==> src/design/sak_pkg.sv <==
// Package for the sequence acknowledgement window.
// Holds field widths, default parameter values and the controller/datapath
// command and status structures. No dependencies.
package sak_pkg;

    // Fixed widths of the stream fields.
    localparam int OP_W       = 1;
    localparam int SLOT_W     = 4;
    localparam int SEQ_IN_W   = 16;
    localparam int LATEST_W   = 16;
    localparam int ACK_W      = 32;

    // Packed stream widths: slave tdata is slot then sequence, padded to 24 bits.
    localparam int S_TDATA_W  = 24;
    localparam int M_TDATA_W  = 48;

    // Default sizes of the per-client table.
    localparam int NUM_CLIENTS_DEF = 16;
    localparam int SEQ_BITS_DEF    = 16;
    localparam int WINDOW_DEF      = 32;

    // Commands from the controller to the datapath.
    typedef struct packed {
        logic capture;   // register the incoming transaction
        logic load_out;  // compute, update the table and load the output register
    } sak_cmd_t;

    // Status from the datapath to the controller.
    typedef struct packed {
        logic out_busy;  // output register holds a result that is not taken this cycle
    } sak_status_t;

endpackage

==> src/design/sak_ctrl.sv <==
// Controller state machine for the sequence acknowledgement window.
// Sequences capture, table read and update; depends on sak_pkg.
module sak_ctrl (
    input  logic                 aclk,
    input  logic                 aresetn,
    input  logic                 s_tvalid,
    output logic                 s_tready,
    input  sak_pkg::sak_status_t status,
    output sak_pkg::sak_cmd_t    cmd
);
    import sak_pkg::*;

    localparam logic [1:0] S_IDLE = 2'd0;
    localparam logic [1:0] S_READ = 2'd1;
    localparam logic [1:0] S_CALC = 2'd2;

    logic [1:0] state_reg;
    logic [1:0] state_next;

    // Next-state logic and commands.
    always_comb begin
        state_next   = state_reg;
        s_tready     = 1'b0;
        cmd.capture  = 1'b0;
        cmd.load_out = 1'b0;
        case (state_reg)
            S_IDLE: begin
                s_tready    = 1'b1;
                cmd.capture = s_tvalid;
                if (s_tvalid) begin
                    state_next = S_READ;
                end
            end
            S_READ: begin
                state_next = S_CALC;
            end
            S_CALC: begin
                if (!status.out_busy) begin
                    cmd.load_out = 1'b1;
                    state_next   = S_IDLE;
                end
            end
            default: begin
                state_next = S_IDLE;
            end
        endcase
    end

    // State register.
    always_ff @(posedge aclk) begin
        if (!aresetn) begin
            state_reg <= S_IDLE;
        end else begin
            state_reg <= state_next;
        end
    end

endmodule

==> src/design/sak_datapath.sv <==
// Datapath for the sequence acknowledgement window: input register, per-client
// table with valid bits, window update logic and output register. Depends on sak_pkg.
module sak_datapath #(
    parameter int NUM_CLIENTS = sak_pkg::NUM_CLIENTS_DEF,
    parameter int SEQ_BITS    = sak_pkg::SEQ_BITS_DEF,
    parameter int WINDOW      = sak_pkg::WINDOW_DEF
) (
    input  logic                          aclk,
    input  logic                          aresetn,
    input  sak_pkg::sak_cmd_t             cmd,
    output sak_pkg::sak_status_t          status,
    input  logic [sak_pkg::OP_W-1:0]      in_op,
    input  logic [sak_pkg::SLOT_W-1:0]    in_slot,
    input  logic [sak_pkg::SEQ_IN_W-1:0]  in_seq,
    output logic                          out_valid,
    input  logic                          out_ready,
    output logic                          out_discard,
    output logic [sak_pkg::LATEST_W-1:0]  out_latest,
    output logic [sak_pkg::ACK_W-1:0]     out_ack
);
    import sak_pkg::*;

    localparam int IDX_W      = (NUM_CLIENTS > 1) ? $clog2(NUM_CLIENTS) : 1;
    localparam int SLOT_EXT_W = (IDX_W > SLOT_W) ? IDX_W : SLOT_W;
    localparam int CMP_W      = SLOT_EXT_W + 2;
    localparam int DIST_W     = $clog2(WINDOW + 1);
    localparam int ENTRY_W    = SEQ_BITS + WINDOW;
    localparam logic [SEQ_BITS-1:0] HALF   = {1'b1, {(SEQ_BITS-1){1'b0}}};
    localparam logic [SEQ_BITS-1:0] WIN_SQ = SEQ_BITS'(WINDOW);

    // Captured transaction.
    logic                  op_reg;
    logic [SLOT_W-1:0]     slot_reg;
    logic [SEQ_BITS-1:0]   seq_reg;

    // Table, valid bits and registered read port.
    logic [ENTRY_W-1:0]    mem [NUM_CLIENTS];
    logic [NUM_CLIENTS-1:0] valid_reg;
    logic [ENTRY_W-1:0]    rd_data_reg;
    logic                  rd_valid_reg;

    // Output register.
    logic                  out_valid_reg;
    logic                  discard_reg;
    logic [LATEST_W-1:0]   latest_reg;
    logic [ACK_W-1:0]      ack_reg;

    logic [SEQ_BITS+SEQ_IN_W-1:0] seq_wide;
    logic [SLOT_EXT_W-1:0] slot_ext;
    logic [IDX_W-1:0]      idx;
    logic                  in_range;
    logic [SEQ_BITS-1:0]   cur_latest;
    logic [WINDOW-1:0]     cur_bits;
    logic [SEQ_BITS-1:0]   fwd_dist;
    logic [SEQ_BITS-1:0]   age;
    logic [DIST_W-1:0]     fwd_dist_s;
    logic [DIST_W-1:0]     age_s;
    logic                  newer;
    logic [WINDOW-1:0]     age_bit;
    logic [SEQ_BITS-1:0]   new_latest;
    logic [WINDOW-1:0]     new_bits;
    logic                  new_discard;
    logic [SEQ_BITS+LATEST_W-1:0] latest_wide;
    logic [WINDOW+ACK_W-1:0]      bits_wide;

    // Reduce the incoming sequence to SEQ_BITS.
    assign seq_wide = {{SEQ_BITS{1'b0}}, in_seq};

    // Capture the accepted transaction.
    always_ff @(posedge aclk) begin
        if (cmd.capture) begin
            op_reg   <= in_op[0];
            slot_reg <= in_slot;
            seq_reg  <= seq_wide[SEQ_BITS-1:0];
        end
    end

    // Slot decoding and range check.
    assign slot_ext = SLOT_EXT_W'(slot_reg);
    assign idx      = slot_ext[IDX_W-1:0];
    assign in_range = (CMP_W'(slot_reg) < CMP_W'(NUM_CLIENTS));

    // Table read, registered.
    always_ff @(posedge aclk) begin
        rd_data_reg  <= mem[idx];
        rd_valid_reg <= valid_reg[idx];
    end

    // Current slot state; a first-contact transaction or an unwritten entry reads as zero.
    always_comb begin
        if (op_reg || !rd_valid_reg) begin
            cur_latest = '0;
            cur_bits   = '0;
        end else begin
            cur_latest = rd_data_reg[ENTRY_W-1:WINDOW];
            cur_bits   = rd_data_reg[WINDOW-1:0];
        end
    end

    // Serial comparison against the latest sequence.
    assign fwd_dist   = seq_reg - cur_latest;
    assign age        = cur_latest - seq_reg;
    assign fwd_dist_s = fwd_dist[DIST_W-1:0];
    assign age_s      = age[DIST_W-1:0];
    assign newer      = (fwd_dist != '0) && (!fwd_dist[SEQ_BITS-1] || (fwd_dist == HALF));
    assign age_bit    = WINDOW'(1) << (age_s - DIST_W'(1));

    // Window update.
    always_comb begin
        new_latest  = cur_latest;
        new_bits    = cur_bits;
        new_discard = 1'b1;
        if (newer) begin
            new_latest  = seq_reg;
            new_discard = 1'b0;
            if (fwd_dist > WIN_SQ) begin
                new_bits = '0;
            end else begin
                new_bits = (cur_bits << fwd_dist_s) |
                           (WINDOW'(1) << (fwd_dist_s - DIST_W'(1)));
            end
        end else if (fwd_dist != '0) begin
            // Older: accepted once when inside the window.
            if ((age <= WIN_SQ) && ((cur_bits & age_bit) == '0)) begin
                new_bits    = cur_bits | age_bit;
                new_discard = 1'b0;
            end
        end
    end

    // Table write and valid bits.
    always_ff @(posedge aclk) begin
        if (cmd.load_out && in_range) begin
            mem[idx] <= {new_latest, new_bits};
        end
    end

    always_ff @(posedge aclk) begin
        if (!aresetn) begin
            valid_reg <= '0;
        end else if (cmd.load_out && in_range) begin
            valid_reg[idx] <= 1'b1;
        end
    end

    // Fit the results to the output field widths.
    assign latest_wide = {{LATEST_W{1'b0}}, new_latest};
    assign bits_wide   = {{ACK_W{1'b0}}, new_bits};

    // Output register; an out-of-range slot reports discard with zero fields.
    always_ff @(posedge aclk) begin
        if (cmd.load_out) begin
            discard_reg <= in_range ? new_discard : 1'b1;
            latest_reg  <= in_range ? latest_wide[LATEST_W-1:0] : '0;
            ack_reg     <= in_range ? bits_wide[ACK_W-1:0] : '0;
        end
    end

    always_ff @(posedge aclk) begin
        if (!aresetn) begin
            out_valid_reg <= 1'b0;
        end else if (cmd.load_out) begin
            out_valid_reg <= 1'b1;
        end else if (out_ready) begin
            out_valid_reg <= 1'b0;
        end
    end

    assign status.out_busy = out_valid_reg && !out_ready;
    assign out_valid   = out_valid_reg;
    assign out_discard = discard_reg;
    assign out_latest  = latest_reg;
    assign out_ack     = ack_reg;

endmodule

==> src/design/sequence_ack_window.sv <==
// Sequence acknowledgement window: per-client 32-bit anti-replay window.
// Path: input register, table read register, then the m_ output register.
// One transaction is handled at a time, in the capture, table read and update steps
// of the controller; a waiting result stalls only the update step.
// Reset (aresetn low, synchronous) empties the output register and clears the
// table's valid bits, so every slot reads as sequence 0 with an empty bitmap.
module sequence_ack_window #(
    parameter int NUM_CLIENTS = sak_pkg::NUM_CLIENTS_DEF,
    parameter int SEQ_BITS    = sak_pkg::SEQ_BITS_DEF,
    parameter int WINDOW      = sak_pkg::WINDOW_DEF
) (
    input  logic                           aclk,
    input  logic                           aresetn,
    input  logic                           s_tvalid,
    output logic                           s_tready,
    input  logic [sak_pkg::S_TDATA_W-1:0]  s_tdata,  // client_slot[3:0], seq_in[19:4], zero pad
    input  logic                           s_tuser,  // op
    output logic                           m_tvalid,
    input  logic                           m_tready,
    output logic [sak_pkg::M_TDATA_W-1:0]  m_tdata,  // latest_seq[15:0], ack_bits[47:16]
    output logic                           m_tuser   // discard
);
    import sak_pkg::*;

    sak_cmd_t    cmd;
    sak_status_t status;

    // Controller.
    sak_ctrl u_ctrl (
        .aclk     (aclk),
        .aresetn  (aresetn),
        .s_tvalid (s_tvalid),
        .s_tready (s_tready),
        .status   (status),
        .cmd      (cmd)
    );

    // Datapath.
    sak_datapath #(
        .NUM_CLIENTS (NUM_CLIENTS),
        .SEQ_BITS    (SEQ_BITS),
        .WINDOW      (WINDOW)
    ) u_datapath (
        .aclk        (aclk),
        .aresetn     (aresetn),
        .cmd         (cmd),
        .status      (status),
        .in_op       (s_tuser),
        .in_slot     (s_tdata[SLOT_W-1:0]),
        .in_seq      (s_tdata[SLOT_W+SEQ_IN_W-1:SLOT_W]),
        .out_valid   (m_tvalid),
        .out_ready   (m_tready),
        .out_discard (m_tuser),
        .out_latest  (m_tdata[LATEST_W-1:0]),
        .out_ack     (m_tdata[LATEST_W+ACK_W-1:LATEST_W])
    );

endmodule
==> config.mk <==
export PLATFORM = sky130hd
export DESIGN_NAME = sequence_ack_window
export DESIGN_NICKNAME = d
export VERILOG_FILES = /design/src/design/sak_pkg.sv /design/src/design/sak_ctrl.sv /design/src/design/sak_datapath.sv /design/src/design/sequence_ack_window.sv
export SDC_FILE = /design/constraint.sdc
export NUM_CORES = 1
export LEC_CHECK = 0
export BUFFER_PORTS_ARGS = -buffer_cell sky130_fd_sc_hd__buf_2
export CORE_UTILIZATION = 49
export DETAILED_ROUTE_END_ITERATION = 6
export PLACE_DENSITY = 0.72
export REMOVE_ABC_BUFFERS = 1
export SLEW_MARGIN = 20
export SYNTH_ARGS = -nofsm -noshare
export SYNTH_HDL_FRONTEND = slang
export SYNTH_HIERARCHICAL = 1
export SYNTH_SLANG_ARGS = --single-unit
==> constraint.sdc <==
create_clock -name aclk -period 7.9 [get_ports aclk]
set_input_delay 1.185 -clock aclk [delete_from_list [all_inputs] [get_ports aclk]]
set_output_delay 1.185 -clock aclk [all_outputs]
set_load 0.02 [all_outputs]
# Yosys cells after proc, flatten, opt, wreduce, memory -nomap -nowiden
# Memories as Yosys holds them, arrays and structs flattened. A register that Yosys moved wholly into a read port is not among the register bits.
# Index checks and enable logic that the tools add are counted.
# totals
rom_bits	0
inputBits	29
mem_bits_rw	768
latchBits	0
elab_cells	69
n_memories	1
reg_bits	90
# op_classes
addsub	4
shifts	3
div	0
n_eq_ne	5
mul	0
n_bitwise	4
reduce_logical	14
mux	24
order_cmp	4
# memory_table
memory	words	word_bits	rd	rd_clocked_by_memory_dff	wr	line_no	text
u_datapath.mem	16	48	1	1	1	sak_datapath.sv:37	logic [ENTRY_W-1:0] mem [NUM_CLIENTS];
# ops
operator	count
32-bit 2-to-1 mux	5
32-bit bitwise OR	2
1-bit by 6-bit << shifter with 32-bit output, first input constant	2
32-bit AND	1
32-bit logical NOT	1
16-bit 2-to-1 mux	2
32-bit by 6-bit << shifter with 32-bit output	1
16-bit subtractor	2
16-bit equality test, second input constant	1
16-bit by 6-bit > comparator with 1-bit output, second input constant	1
16-bit by 6-bit less-or-equal comparator with 1-bit output, second input constant	1
16-bit bitwise OR	1
16-bit nonzero test	1
1-bit 2-to-1 mux	12
6-bit by 1-bit subtractor with 6-bit output, second input constant	2
2-bit one-hot mux with 3 select lines	1
4-bit by 5-bit < comparator with 1-bit output, second input constant	1
1-bit binary-select mux with 4-bit select	1
1-bit demux with 4-bit select	1
4-bit by 1-bit >= comparator with 1-bit output, second input constant	1
1-bit logical AND	4
2-bit 2-to-1 mux	2
2-bit inequality test, second input constant	2
1-bit logical NOT	3
6 further kinds	7

# Longest topological paths before layout
# Gate-level depths: netlist (run 1).
# logic_depth
ltp_word	12
mapped_depth	21

# Cells and area by module
# Netlist (run 1), hierarchy kept.
# modules_own_cells
module	area_per_inst_um2	seq_area_each_um2	cells_per_inst	n_inst
sak_datapath	37656.1	26485.4	2067	1
sak_ctrl	88.8	40.0	10	1

# Least setup slack after synthesis (run 1)
# No wires, ideal clock.
# synth_timing
path_kind	input port to flip-flop
startpoint	input port m_tready
endpoint	memory u_datapath/mem[0][0] in the netlist's numbering (enable)
setup_ns	0.515
stages	4
required_ns	7.385
arrival_ns	7.376
setup_slack_ns	0.009
cell_sequence	nor2b_1 > nor2_1 > or3b_2 > nor3_1
# synth_lines
element	line_no	text
start, declared	sequence_ack_window.sv:19	input logic m_tready,
end, declared	sak_datapath.sv:37	

# Final worst setup path (run 1)
# layout_timing
startpoint	register u_datapath.rd_valid_reg
endpoint	memory u_datapath/mem[12][4] in the netlist's numbering, data pin
# layout_between
elab_chain_cells	12
word_cells_on_any_way	27
# layout_lines
element	line_no	text
start, declared	sak_datapath.sv:40	logic rd_valid_reg;
start signal, assigned	sak_datapath.sv:86	rd_valid_reg <= valid_reg[idx];
1-bit logical NOT (*)	sak_datapath.sv:91	if (op_reg || !rd_valid_reg) begin
1-bit logical OR (*)	sak_datapath.sv:91	
16-bit 2-to-1 mux	sak_datapath.sv:91	
16-bit subtractor	sak_datapath.sv:102	assign age = cur_latest - seq_reg;
6-bit by 1-bit subtractor with 6-bit output	sak_datapath.sv:106	assign age_bit = WINDOW'(1) << (age_s - DIST_W'(1));
1-bit by 6-bit << shifter with 32-bit output	sak_datapath.sv:106	
32-bit AND	sak_datapath.sv:124	if ((age <= WIN_SQ) && ((cur_bits & age_bit) == '0)) begin
32-bit logical NOT	sak_datapath.sv:124	
1-bit logical AND	sak_datapath.sv:124	
32-bit 2-to-1 mux	sak_datapath.sv:124	
32-bit 2-to-1 mux	sak_datapath.sv:122	end else if (fwd_dist != '0) begin
32-bit 2-to-1 mux (*)	sak_datapath.sv:113	if (newer) begin
net u_datapath.new_bits[4]	sak_datapath.sv:61	logic [WINDOW-1:0] new_bits;
# Mark *: on every way through the listed nets, which the timed path passes. The rest lies on a longest branch.

==> results_dict.tcl, run 1 <==
set metrics [dict create \
    biggest_area_consumer_among_synthesized_cells "edfxtp_1" \
    p_leak_nw 14.5 \
    max-cap-violations 0 \
    top_count_cell_post_synth "edfxtp_1" \
    dp.cells 3114 \
    cts_htree_levels 3 \
    worstMarginPinSlew_ps 1130 \
    worst_hold_path.num_cells 1 \
    hold_class "reg -> reg" \
    outcome "finished clean" \
    antenna_left 0 \
    clk_path_buf_depth 3 \
    final_design_area_no_fill_um2 42600 \
    synth_cells 2077 \
    post-route-min-period_ps 6200 \
    number_of_flip_flops_under_the_largest_register_name 768 \
    grtUsageTotal 0.241 \
    layout.filler_cells 5814 \
    die-area_um2 78100 \
    grt_pass1_wl_mm 137 \
    cts.sinks 906 \
    synth_top_flop_cell "edfxtp_1" \
    pre_cts_ws_ps 1910 \
    cp_data_required_time_ps 8160 \
    multiInputGateArea_um2 10900 \
    finalHoldViolations 0 \
    antenna_violations_before_repair 1 \
    detailed_place.area_um2 39500 \
    grt_pass1_vias 21000 \
    cts_made_buffers 88 \
    criticalPathCategory "reg -> reg" \
    diodes 0 \
    ctsHoldBuffers 0 \
    floorplan.die.height_um 280 \
    core_area_um2 76100 \
    crit_fanout 31 \
    cts.repair_timing.setup_buffer_count 0 \
    crit_path_end_kind "flop" \
    timing.fmax_mhz 161 \
    initial_core_util 0.496 \
    synth_edf_count 838 \
    ys_warn_count 6 \
    maxSlewViolCount 0 \
    areaGrowthSynthToFinish_pct 12.8 \
    seq_area_frac_synth 0.703 \
    ir_worst_vdd_mv 0.234 \
    synth_cell_type_count 82 \
    grt_max_degree 145 \
    drt_drc_violations_left 0 \
    synthArstFlopShare 0 \
    clock_insertion_delay_worst_skew_ps 650 \
    routed_wirelength_mm 93.5 \
    cp.arrival_ps 6460 \
    timing.reg2reg.worst_path_depth 15 \
    ys_ff_latch 906 \
    synth_largest_type_area_fraction 0.667 \
    gpl.final_weighted_congestion 1.01 \
    power_per_cell_area_nw_per_um2 242 \
    setup_viol 0 \
    instances_no_fill 3277 \
    tritoncts "yes" \
    cts.clk_slew.worst_paths_ps 60 \
    grt.overflow.total 0 \
    post_synth.cell_area_avg_um2 18.2 \
    die_width_um 280 \
    cells_along_the_critical_path "nor2b_2 -> buf_4 -> nand2_1 -> ha_1 -> inv_1 -> fa_1 -> nor2b_1 -> and3_1 -> mux2i_1 -> nor4_1 -> o211ai_2 -> nand4_1 -> nor4_4 -> nand3_2 -> o211ai_1" \
    synthesis.area_um2 37700 \
    vias 20800 \
    placed_wire_length_estimate_mm 53.3 \
    nets 2238 \
    synth_area_leaders "edfxtp_1 (67%), mux4_2 (15%), dfxtp_1 (3.6%)" \
    timing.final.crit_share 0.785 \
    post_cts_sizing 0 \
    critPathMaxStageDelay_ps 1050 \
    first_iteration_detailed_routing_drc_count 2165 \
    drt-wirelength-per-cell_um 28.5 \
    final_core_utilization 0.560 \
    fin_ws_ps 1700 \
    seqCellArea_um2 26500 \
    critPathLaunchType "flop" \
    post_route_cells_drive_above_1_share 0.262 \
    max-slew-margin-rel 0.238 \
    netlist_top_cells_count "edfxtp_1 (838), mux4_2 (252), nand2_1 (125), dfxtp_1 (68), nor2_1 (68)" \
    placement_rows 101 \
    final.setup_skew_ps 32.6 \
    design.portCount 80 \
    placement.io_buffers 75 \
    clock-root-buffer "clkbuf_16" \
    post_dr_vias_cell 6.34 \
    grt_setup_unrepaired "false" \
    detailedRoute.firstPassIterationCount 5 \
    crit_path_top_delay_cell "o211ai_1" \
]
==> cells by family after synthesis <==
logic type | after synthesis | synth area share
AOI/OAI and AO/OA | 326 | 0.0570
xor gates and xnor gates | 17 | 0.00454
adders and majority gates | 33 | 0.0113
buffers and inverters | 158 | 0.0167
DFF | 906 | 0.703
muxes | 305 | 0.165
and+or+nand+nor | 332 | 0.0428
==> area by class of cell <==
class | instances | share of cell area
inverter | 47 | 0.00414
tap | 1030 | 0.0303
timing repair buffer | 120 | 0.0184
multi-input combinational | 1013 | 0.255
clock inverter | 43 | 0.0121
clock buffer | 118 | 0.0570
sequential | 906 | 0.623
==> path summary, 6_finish.rpt <==
path,endpoint,startpoint,slack (ps)
hold reg to reg,u_datapath/valid_reg[6],u_datapath/valid_reg[6],460
setup / recovery,u_datapath/mem[12][4],u_datapath/rd_valid_reg,1700
hold / removal,u_datapath/valid_reg[6],u_datapath/valid_reg[6],460
setup reg to reg,u_datapath/mem[12][4],u_datapath/rd_valid_reg,1700
==> routing by layer <==
metal	track usage	up-vias	wire [um]
li1	-	8694	-
met3	0.0312	166	6500
met2	0.393	929	46100
met4	0.0810	0	2440
met1	0.339	11000	38500
met5	0	-	0
==> where the power goes <==
group	switching, mW	internal (mW)
Combinational	0.414	0.276
Clock	1.73	2.52
Sequential	0.0611	5.28
==> layout by cell type, fill, tap and decap left out, types with 10 or more instances in the layout <==
cell type,n
buf_4,40
nand2_1,125
nand4_1,12
nand2b_1,17
buf_2,75
bufinv_16,11
a21o_1,10
nor2_4,13
o21ai_0,43
o21a_1,27
o21ai_2,26
clkinv_1,12
nand3_1,22
clkbuf_1,22
xnor2_1,11
inv_1,45
nor3_1,16
mux2_2,16
a22oi_1,35
mux2i_1,37
o211ai_1,13
nor2_1,55
ha_1,30
dfxtp_1,68
a211oi_1,14
mux4_2,252
o21ai_1,19
edfxtp_1,838
clkinv_2,11
clkbuf_16,91
a21oi_1,64
==> worst max-delay path, delay by kind of cell (launching register included) <==
| family | cells | cell delay (ps) |
|---|---|---|
| adder cells (fa/ha/maj) | 2 | 1230 |
| buffers and inverters | 2 | 360 |
| flip-flops | 1 | 330 |
| multiplexers | 1 | 400 |
| AND/OR/NAND/NOR | 8 | 2230 |
| AO/OA/AOI/OAI | 2 | 1260 |
==> metrics by stage <==
step                      hold WS, ps  total power [mW]  TNS [ps]
after floorplan                   435              5.95  -1898760
after global placement            441              6.11         0
after detailed placement          450              6.11         0
after CTS                         463              10.3         0
after global routing              477              10.6         0
final                             458              10.3         0
Note: power is estimated with default switching activity, not from simulation.
==> run 2: changes to the inputs <==
--- a/config.mk
+++ b/config.mk
@@ -8,7 +8,7 @@
 export BUFFER_PORTS_ARGS = -buffer_cell sky130_fd_sc_hd__buf_2
 export CORE_UTILIZATION = 49
 export DETAILED_ROUTE_END_ITERATION = 6
-export PLACE_DENSITY = 0.72
+export PLACE_DENSITY = 0.7
 export REMOVE_ABC_BUFFERS = 1
 export SLEW_MARGIN = 20
 export SYNTH_ARGS = -nofsm -noshare
==> constraint.sdc (replaced) <==
create_clock -name aclk -period 6 [get_ports aclk]
set_input_delay 0.9 -clock aclk [delete_from_list [all_inputs] [get_ports aclk]]
set_output_delay 0.9 -clock aclk [all_outputs]
set_load 0.02 [all_outputs]
==> run 2 against run 1 <==
  * Core utilization rose by 0.69 points
  * Clock skew fell by 3.8 ps
  * Die area did not move
  * Critical path depth fell by 2
  * Final cell count rose by 1.5%
  * Register-to-register slack got worse by 1500 ps
  * Global-route usage rose by 0.66 points
  * Power rose by 32%
==> results_dict.tcl, run 2 (synthesized netlist as in run 1, its figures left out) <==
set metrics [dict create \
    worstMarginPinSlew_ps 1170 \
    final.setup_skew_ps 28.8 \
    post_dr_vias_cell 6.21 \
    max-slew-margin-rel 0.218 \
    drt-wirelength-per-cell_um 28.9 \
    crit_path_end_kind "flop" \
    die-area_um2 78100 \
    setup_viol 0 \
    cp_data_required_time_ps 6260 \
    max-cap-violations 0 \
    mostFrequentLayoutCell "edfxtp_1" \
    grt_pass1_wl_mm 140 \
    clk_path_buf_depth 3 \
    cts.repair_timing.setup_buffer_count 0 \
    maxSlewViolCount 0 \
    power_per_cell_area_nw_per_um2 315 \
    post_route_cells_drive_above_1_share 0.272 \
    die_width_um 280 \
    post_cts_sizing 0 \
    design.portCount 80 \
    detailed_place.area_um2 40100 \
    clock_insertion_delay_worst_skew_ps 650 \
    first_iteration_detailed_routing_drc_count 2181 \
    core_area_um2 76100 \
    grt_max_degree 107 \
    total_power_mw 13.6 \
    cts_made_buffers 90 \
    grt.overflow.total 0 \
    final_design_area_no_fill_um2 43100 \
    timing.fmax_mhz 173 \
    critPathLaunchType "flop" \
    placed_wire_length_estimate_mm 57.1 \
    timing.final.crit_share 0.962 \
    grt_pass1_vias 20600 \
    number_of_flip_flops_under_the_largest_register_name 768 \
    diodes 0 \
    routed_wirelength_mm 96.0 \
    placement_rows 101 \
    grt_setup_unrepaired "false" \
    vias 20700 \
    drt_drc_violations_left 0 \
    cp.arrival_ps 6040 \
    initial_core_util 0.496 \
    ctsHoldBuffers 0 \
    ir_worst_vdd_mv 0.274 \
    post-route-min-period_ps 5770 \
    tritoncts "yes" \
    crit_fanout 17 \
    antenna_left 0 \
    clock-root-buffer "clkbuf_16" \
    criticalPathCategory "reg -> reg" \
    nets 2283 \
    placement.io_buffers 75 \
    final_cell_mix "edfxtp_1 (838), mux4_2 (252), nand2_1 (125)" \
    final_core_utilization 0.567 \
    hold_class "in -> reg" \
    cts.sinks 906 \
    cts.clk_slew.worst_paths_ps 60 \
    antenna_violations_before_repair 0 \
    layout.filler_cells 5785 \
    p_leak_nw 14.7 \
    floorplan.die.height_um 280 \
    areaGrowthSynthToFinish_pct 14.2 \
    gpl.final_weighted_congestion 0.971 \
    outcome "finished clean" \
    cts_htree_levels 3 \
    detailedRoute.firstPassIterationCount 5 \
    finalHoldViolations 0 \
    grtUsageTotal 0.248 \
]
==> run 2: cell types whose count changed in the layout (fill, tap and decap cells not counted), sizes merged <==
cell      delta
buf         +43
bufinv       -4
clkbuf      +12
clkinv       -4
clkinvlp     +5
inv          -2
==> run 2: worst max-delay path: stages (launching register included) <==
cell and delay, ps:
edfxtp_1 410, nor2b_2 250, buf_4 320, nand2_1 180
inv_1 130, fa_1 670, nor2b_1 380, and3_1 230
mux2i_1 170, a2111oi_0 440, nand4_1 200, nor4_4 560
nand3_2 410, o21ai_1 1020
==> run 2: final timing paths <==
check | start | endpoint | slack, ps | depth (start not counted)
min reg2reg | u_datapath/valid_reg[7] | u_datapath/valid_reg[7] | 460 | 1
max | u_datapath/op_reg | u_datapath/mem[1][22] | 230 | 13
min | s_tdata[10] | u_datapath/seq_reg[6] | 430 | 1
max reg2reg | u_datapath/op_reg | u_datapath/mem[1][22] | 230 | 13
==> run 2: final cells by class <==
type                            instances  area (um^2)  area share
Clock buffer                          130         2550      0.0593
Clock inverter                         38          434      0.0101
Inverter                               47          176     0.00409
Multi-Input combinational cell       1013        10800       0.250
Sequential cell                       906        26500       0.615
Tap cell                             1030         1290      0.0299
Timing Repair Buffer                  163         1340      0.0311
==> run 2: per-stage QoR <==
| step | cells | TNS, ps | setup WS (ps) | hold slack (ps) |
|---|---|---|---|---|
| detailed placement | 3159 | 0 | 320 | 453 |
| global route | 3327 | 0 | 8.45 | 405 |
| global placement | 3150 | 0 | 546 | 443 |
| CTS | 3327 | 0 | 288 | 397 |
| floorplan | 1966 | -3486780 | -6340 | 435 |
| finish | 3327 | 0 | 226 | 428 |
==> run 2: per-layer routing <==
metal | up-vias | global-route usage | routed length [um]
li1 | 8792 | - | -
met1 | 10900 | 0.360 | 40800
met2 | 869 | 0.390 | 45900
met3 | 149 | 0.0420 | 7010
met4 | 0 | 0.0701 | 2320
met5 | - | 0 | 0
==> run 2: power by group <==
group | total [mW] | switching [mW] | internal (mW)
Combinational | 0.938 | 0.563 | 0.375
Sequential | 7.03 | 0.0827 | 6.95
Clock | 5.61 | 2.33 | 3.28
